==> src/hw/rtl/urc_pkg.sv <==
// Shared constants for the ultrasonic ranging controller.
// Used by the trigger sequencer and the top level; depends on nothing.
package urc_pkg;

  localparam int STAMP_WIDTH_DEF = 32;
  localparam int TICK_W          = 16;
  localparam int CFG_IDX_W       = 8;
  localparam int ECHO_W          = 1;
  localparam int FLIGHT_W        = 16;
  localparam int DIST_W          = 14;

  // Configuration register indexes
  localparam logic [CFG_IDX_W-1:0] REG_HIGH_TICKS = CFG_IDX_W'(0);
  localparam logic [CFG_IDX_W-1:0] REG_LOW_TICKS  = CFG_IDX_W'(1);

  localparam logic [TICK_W-1:0] HIGH_TICKS_RST = TICK_W'(10);
  localparam logic [TICK_W-1:0] LOW_TICKS_RST  = TICK_W'(60000);

  localparam logic [FLIGHT_W-1:0] FLIGHT_MAX = '1;

  // distance = floor(flight * SOUND_NUM / SOUND_DEN), done as one constant
  // multiply by a rounded-up reciprocal and a shift; exact for 16-bit flight.
  localparam int SOUND_NUM  = 34;
  localparam int SOUND_DEN  = 200;
  localparam int DIST_SHIFT = 29;
  localparam int DIST_RECIP = ((2 ** DIST_SHIFT) + SOUND_DEN - 1) / SOUND_DEN;
  localparam int DIST_MUL_W = 27;
  localparam logic [DIST_MUL_W-1:0] DIST_MUL = DIST_MUL_W'(SOUND_NUM * DIST_RECIP);
  localparam int PROD_W     = FLIGHT_W + DIST_MUL_W;
  localparam logic [DIST_W-1:0] DIST_MAX = DIST_W'(11140);

endpackage

==> src/hw/rtl/ultrasonic_ranging_controller_core.sv <==
// An accepted tick passes through the stage 1 register and the output register to
// out_*. One tick per clock cycle while out_tready is high; the input stage and the
// output register (distance multiply) form a two-deep pipeline under out_tready.
// Reset (rst_n low, synchronous): trigger low phase, counters, stamps, held
// flight and distance cleared; high_ticks = 10, low_ticks = 60000.
// Depends on urc_pkg and urc_trig_seq.
module ultrasonic_ranging_controller_core
  import urc_pkg::*;
#(
  parameter int STAMP_WIDTH = STAMP_WIDTH_DEF
) (
  input  logic                 clk,
  input  logic                 rst_n,
  // tick input
  input  logic                 in_tvalid,
  output logic                 in_tready,
  input  logic [7:0]           in_tdata,    // [0] echo_level, [7:1] zero
  // result output
  output logic                 out_tvalid,
  input  logic                 out_tready,
  output logic [31:0]          out_tdata,   // [0] trigger_out, [1] echo_done,
                                            // [17:2] flight_us, [31:18] distance_mm
  // configuration writes
  input  logic                 cfg_valid,
  output logic                 cfg_ready,
  input  logic [CFG_IDX_W-1:0] cfg_index,
  input  logic [TICK_W-1:0]    cfg_data
);

  // ---------------------------------------------------------------------
  // Configuration registers; always ready, unknown indexes are dropped.
  // ---------------------------------------------------------------------
  logic [TICK_W-1:0] high_ticks_r;
  logic [TICK_W-1:0] low_ticks_r;

  assign cfg_ready = 1'b1;

  always_ff @(posedge clk) begin
    if (!rst_n) begin
      high_ticks_r <= HIGH_TICKS_RST;
      low_ticks_r  <= LOW_TICKS_RST;
    end else if (cfg_valid) begin
      unique case (cfg_index)
        REG_HIGH_TICKS: high_ticks_r <= cfg_data;
        REG_LOW_TICKS:  low_ticks_r  <= cfg_data;
        default: ;
      endcase
    end
  end

  // ---------------------------------------------------------------------
  // Pipeline handshake: stage 1 frees whenever it moves into the output
  // register, so a tick enters every cycle while the output is taken.
  // ---------------------------------------------------------------------
  logic s1_valid_r;
  logic out_valid_r;
  logic adv_out;
  logic in_acc;

  assign adv_out   = s1_valid_r && (!out_valid_r || out_tready);
  assign in_tready = !s1_valid_r || adv_out;
  assign in_acc    = in_tvalid && in_tready;

  // ---------------------------------------------------------------------
  // Stage 1: edge detection, timestamping, saturated flight time.
  // ---------------------------------------------------------------------
  logic                   echo;
  logic                   prev_echo_r;
  logic [STAMP_WIDTH-1:0] tick_r;
  logic [STAMP_WIDTH-1:0] rise_r;
  logic [STAMP_WIDTH-1:0] diff;
  logic [FLIGHT_W-1:0]    flight_sat;
  logic                   rise_edge;
  logic                   fall_edge;
  logic                   trig_level;

  logic                   s1_trig_r;
  logic                   s1_done_r;
  logic [FLIGHT_W-1:0]    s1_flight_r;   // doubles as the held flight time

  assign echo      = in_tdata[0];
  assign rise_edge = echo && !prev_echo_r;
  assign fall_edge = !echo && prev_echo_r;
  assign diff      = tick_r - rise_r;      // wraps modulo 2^STAMP_WIDTH

  always_comb begin
    if (diff[STAMP_WIDTH-1:FLIGHT_W] != '0) begin
      flight_sat = FLIGHT_MAX;
    end else begin
      flight_sat = diff[FLIGHT_W-1:0];
    end
  end

  urc_trig_seq u_trig_seq (
    .clk        (clk),
    .rst_n      (rst_n),
    .step       (in_acc),
    .high_ticks (high_ticks_r),
    .low_ticks  (low_ticks_r),
    .trig_level (trig_level)
  );

  always_ff @(posedge clk) begin
    if (!rst_n) begin
      s1_valid_r  <= 1'b0;
      prev_echo_r <= 1'b0;
      tick_r      <= '0;
      rise_r      <= '0;
      s1_flight_r <= '0;
      s1_done_r   <= 1'b0;
      s1_trig_r   <= 1'b0;
    end else begin
      if (in_acc) begin
        s1_valid_r  <= 1'b1;
        prev_echo_r <= echo;
        tick_r      <= tick_r + STAMP_WIDTH'(1);
        s1_trig_r   <= trig_level;
        s1_done_r   <= fall_edge;
        // Stamp the rising edge; hold flight on the falling edge.
        if (rise_edge) begin
          rise_r <= tick_r;
        end
        if (fall_edge) begin
          s1_flight_r <= flight_sat;
        end
      end else if (adv_out) begin
        s1_valid_r <= 1'b0;
      end
    end
  end

  // ---------------------------------------------------------------------
  // Stage 2 (output register): distance by constant reciprocal multiply.
  // The output distance register holds the latest distance between edges.
  // ---------------------------------------------------------------------
  logic [PROD_W-1:0]   dist_prod;
  logic                out_trig_r;
  logic                out_done_r;
  logic [FLIGHT_W-1:0] out_flight_r;
  logic [DIST_W-1:0]   out_dist_r;

  assign dist_prod = PROD_W'(s1_flight_r) * PROD_W'(DIST_MUL);

  always_ff @(posedge clk) begin
    if (!rst_n) begin
      out_valid_r  <= 1'b0;
      out_trig_r   <= 1'b0;
      out_done_r   <= 1'b0;
      out_flight_r <= '0;
      out_dist_r   <= '0;
    end else begin
      if (adv_out) begin
        out_valid_r  <= 1'b1;
        out_trig_r   <= s1_trig_r;
        out_done_r   <= s1_done_r;
        out_flight_r <= s1_flight_r;
        if (s1_done_r) begin
          out_dist_r <= dist_prod[DIST_SHIFT +: DIST_W];
        end
      end else if (out_tready) begin
        out_valid_r <= 1'b0;
      end
    end
  end

  assign out_tvalid = out_valid_r;
  assign out_tdata  = {out_dist_r, out_flight_r, out_done_r, out_trig_r};

`ifndef ASSERT_OFF
  // A full stage 1 that cannot move on must still be full next cycle.
  a_s1_hold: assert property (@(posedge clk) disable iff (!rst_n)
    s1_valid_r && !adv_out |=> s1_valid_r)
    else $error("stage 1 transaction dropped");

  // A falling echo edge on an accepted tick marks the transaction done.
  a_fall_done: assert property (@(posedge clk) disable iff (!rst_n)
    in_acc && fall_edge |=> s1_done_r)
    else $error("falling edge lost");

  // A rising edge stamps the current tick time.
  a_rise_stamp: assert property (@(posedge clk) disable iff (!rst_n)
    in_acc && rise_edge |=> rise_r == $past(tick_r))
    else $error("rise stamp wrong");

  // Distance never exceeds the value for a saturated flight time.
  a_dist_range: assert property (@(posedge clk) disable iff (!rst_n)
    out_valid_r |-> out_dist_r <= DIST_MAX)
    else $error("distance out of range");

  // Input is only refused while stage 1 is full.
  a_ready: assert property (@(posedge clk) disable iff (!rst_n)
    !in_tready |-> s1_valid_r && out_valid_r)
    else $error("input refused with room");
`endif

endmodule

==> src/hw/rtl/urc_trig_seq.sv <==
// Two-phase trigger sequencer: high for high_ticks, low for low_ticks.
// Depends on urc_pkg.
module urc_trig_seq
  import urc_pkg::*;
(
  input  logic              clk,
  input  logic              rst_n,
  input  logic              step,        // advance one tick
  input  logic [TICK_W-1:0] high_ticks,
  input  logic [TICK_W-1:0] low_ticks,
  output logic              trig_level   // phase before this tick advances
);

  logic              phase_r, phase_nxt;
  logic [TICK_W-1:0] count_r, count_nxt;
  logic [TICK_W-1:0] len;
  logic [TICK_W-1:0] count_inc;

  always_comb begin
    len = phase_r ? high_ticks : low_ticks;
    if (len == '0) begin
      len = TICK_W'(1);
    end
    count_inc = count_r + TICK_W'(1);
    phase_nxt = phase_r;
    count_nxt = count_inc;
    if (count_inc >= len || count_inc == '0) begin
      phase_nxt = ~phase_r;
      count_nxt = '0;
    end
  end

  always_ff @(posedge clk) begin
    if (!rst_n) begin
      phase_r <= 1'b0;
      count_r <= '0;
    end else if (step) begin
      phase_r <= phase_nxt;
      count_r <= count_nxt;
    end
  end

  assign trig_level = phase_r;

endmodule
==> config.mk <==
export PLATFORM = sky130hd
export DESIGN_NAME = ultrasonic_ranging_controller_core
export DESIGN_NICKNAME = d
export VERILOG_FILES = /design/src/hw/rtl/urc_pkg.sv /design/src/hw/rtl/ultrasonic_ranging_controller_core.sv /design/src/hw/rtl/urc_trig_seq.sv
export SDC_FILE = /design/constraint.sdc
export NUM_CORES = 1
export LEC_CHECK = 0
export BUFFER_PORTS_ARGS = -buffer_cell sky130_fd_sc_hd__buf_2
export CAP_MARGIN = 20
export CORE_ASPECT_RATIO = 0.6
export CORE_MARGIN = 5
export CORE_UTILIZATION = 50
export DETAILED_ROUTE_END_ITERATION = 12
export HOLD_SLACK_MARGIN = 0.06
export PLACE_DENSITY = 0.65
export RECOVER_POWER = 50
export SETUP_SLACK_MARGIN = 0.05
export SYNTH_ARGS = -nofsm -noshare
export SYNTH_HDL_FRONTEND = slang
export SYNTH_SLANG_ARGS = --single-unit
export TNS_END_PERCENT = 50
==> constraint.sdc <==
create_clock -name clk -period 12.1 [get_ports clk]
set_input_delay 2.42 -clock clk [delete_from_list [all_inputs] [get_ports clk]]
set_output_delay 2.42 -clock clk [all_outputs]
set_load 0.005 [all_outputs]
==> results.ini <==
[timing]
finalSetupViolations=0
rsz0062_at_grt=no
relSlewSlack_pct=-181
worst_pin_slew_ns=4.22
fmax_mhz=142
fin_crit_sh_pct=58.3
finalCriticalPeriod_ns=7.06
fin_setup_tns_ns=0
whs_ns=0.453
drv_slew=116
hold_violations=0
clock_skew_ns=0.0149

[yosys]
syn-cell-area_um2=15800
syn-instance-count=1794
async_flop_share_pct=0
yosysUniqueCellTypes=73
ys.flop_type=dfxtp_1
synth-edff-count=0
yosys_warnings=0
syn_nets=2179
syn_avg_cell_area_um2=8.78
ys_seq_elements=166
yosysSeqAreaShare_pct=21.1

[floorplan]
io_pins=72
dieHeight_um=147
initial_core_util_pct=50.6
core_um2=31200
rows=50
die_area_um2=35300
die_w_um=239

[worst_setup_path]
cp_cell_sequence=fa_1, inv_1, fa_1, inv_1, fa_1, fa_1, fa_1, inv_1, fa_1, ha_1, a21oi_1, o21ai_0, a222oi_1, a21oi_1, o211ai_1, o21ai_1, a21o_1, and4b_1, nor3_1
critical_path_arrival_ns=7.42
crit_family=adder cells
start_kind=flop
cp_max_fo=9
endpoint_kind=flop
cpPeakStageDelay_ns=0.93
crit_top_cell=fa_1
cp_num_cells=19
critPathKind=reg -> reg
worst-endpoint-required_ns=12.46
slowest_stage=a222oi_1
crit_buf_inv=3
ff2ff_path_depth=19
rrSetupSlack_ns=5.04

[layout]
fin_util_pct=54.5
syn2layout_area_growth_pct=7.74
fin_area_um2=17000
layout-drive-gt1-share_pct=5.62
final_nets=2205

[clock_tree]
clk_latency_ns=0.45
cts_made_buffers=17
clk_pin_slew_ns=0.07
post_cts_buffers=0
hold_buffers=0
cts_tree=done
post_cts_resized=0
clock_path_buffers=2
cts.sinks=166
h-tree-depth=4
cts-root-buf=clkbuf_16

[pwr]
power_leakage_uw=0.00818
power_density_nw_per_um2=82.3
power_uw=1400
peakVddDrop_mv=0.111

[drt]
dr.pass1.iters=5
antenna_left=0
wl_um=38100
drc=0
vias=12200
drtIter0Drc=1000
routed_via_density=5.43
wire_per_inst_um=16.9

[global_routing]
antenna_found_initial=0
grt_pass1_wl_um=63600
overflow=0
grt_pass1_vias=11900
grt_usage_pct=22.2
grt_max_degree=116

[placement]
dp_hpwl_um=30200
io_buffers=63
dpl-instance-area_um2=16400
globalplace.congestion=0.904

[hold_path]
hold_class=reg -> reg
hold_depth=2

[status]
status=finished with violations
violations=capacitance limit, slew limit

[flow_run]
drv_cap=1

==> state kept, by name, indices dropped and copies added (netlist names), 14 cells and up <==
signal / flops
u_trig_seq.count_r: 16
tick_r: 32
out_flight_r: 16
rise_r: 32
high_ticks_r: 16
low_ticks_r: 16
out_dist_r: 14
s1_flight_r: 16
==> stage by stage <==
stage | instances | worst slack, ns
after floorplan | 1794 | 6.43
after global placement | 2216 | 5.23
after detailed placement | 2216 | 5.11
after CTS | 2248 | 5.07
after global routing | 2249 | 4.56
final | 2250 | 5.04
==> tightest hold or removal path, stage by stage, from the launching register on <==
cell and delay, ns:
dfxtp_1 0.31, nand2_1 0.05, a21oi_1 0.05
==> worst paths after layout <==
kind | startpoint | to
hold reg to reg | out_flight_r[0]$_SDFFE_PN0P_ | out_flight_r[0]$_SDFFE_PN0P_
setup / recovery | s1_flight_r[4]$_SDFFE_PN0P_ | out_dist_r[13]$_SDFFE_PN0P_
hold / removal | out_flight_r[0]$_SDFFE_PN0P_ | out_flight_r[0]$_SDFFE_PN0P_
setup reg to reg | s1_flight_r[4]$_SDFFE_PN0P_ | out_dist_r[13]$_SDFFE_PN0P_
==> layout make-up <==
class	instances	area (um^2)
Fill cell	2878	14200
Multi-Input combinational cell	1303	11200
Sequential cell	166	3320
Inverter	260	976
Tap cell	416	520
Clock buffer	18	439
Timing Repair Buffer	72	347
Clock inverter	14	180
Antenna cell	1	2.50
==> cells in the mapped netlist (15+ instances only) <==
| library cell | number | area share (%) |
|---|---|---|
| inv_1 | 259 | 6.2 |
| ha_1 | 220 | 17 |
| nand2_1 | 203 | 4.8 |
| dfxtp_1 | 166 | 21 |
| fa_1 | 128 | 16 |
| a21oi_1 | 98 | 3.1 |
| o21ai_0 | 55 | 1.7 |
| clkbuf_1 | 53 | 1.3 |
| mux2i_1 | 52 | 3.3 |
| a21boi_0 | 48 | 2.3 |
| nand3_1 | 46 | 1.5 |
| xnor2_1 | 45 | 2.5 |
| nor2b_1 | 44 | 1.7 |
| nor2_1 | 42 | 1.0 |
| and2_1 | 34 | 1.4 |
| a21o_1 | 30 | 1.4 |
| xor2_1 | 27 | 1.5 |
| nand4_1 | 25 | 0.99 |
| and3_1 | 16 | 0.64 |
| nand2b_1 | 15 | 0.60 |
==> cell usage in the layout, fill, tap and decap left out, types with 25 or more instances in the layout <==
master,synthesis,layout
inv_1,259,259
ha_1,220,220
nand2_1,203,203
dfxtp_1,166,166
fa_1,128,128
a21oi_1,98,98
o21ai_0,55,55
mux2i_1,52,52
a21boi_0,48,48
nand3_1,46,46
xnor2_1,45,45
nor2b_1,44,44
nor2_1,42,42
buf_2,6,40
a21o_1,30,30
and2_1,34,28
xor2_1,27,27
nand4_1,25,25
==> power by group <==
part	switching [uW]	internal [uW]	leakage, uW
Combinational	165	105	0.00654
Sequential	9.54	550	0.00134
Clock	266	302	0.000299
Total	440	957	0.00818
==> layer usage <==
layer  GRT usage, %  share of wire [%]  vias up
met5              0                  0        -
met2           30.8                 39      285
met1           35.5                 54     5817
met4           2.94               0.48        0
met3           5.26                6.5       21
li1               -                  -     6091
==> cell families (layout without fill, tap and decap cells) <==
group                      count (synthesis)  after routing  synth area share [%]
buffers and inverters                    325            364                  8.01
and+or+nand+nor                          500            500                  16.4
other                                      1              2                0.0238
muxes                                     54             54                  3.45
AOI/OAI and AO/OA                        328            328                  13.3
adders and majority gates                348            348                  33.7
DFF                                      166            166                  21.1
xor gates and xnor gates                  72             72                  4.00
Note: power is estimated with default switching activity, not from simulation.
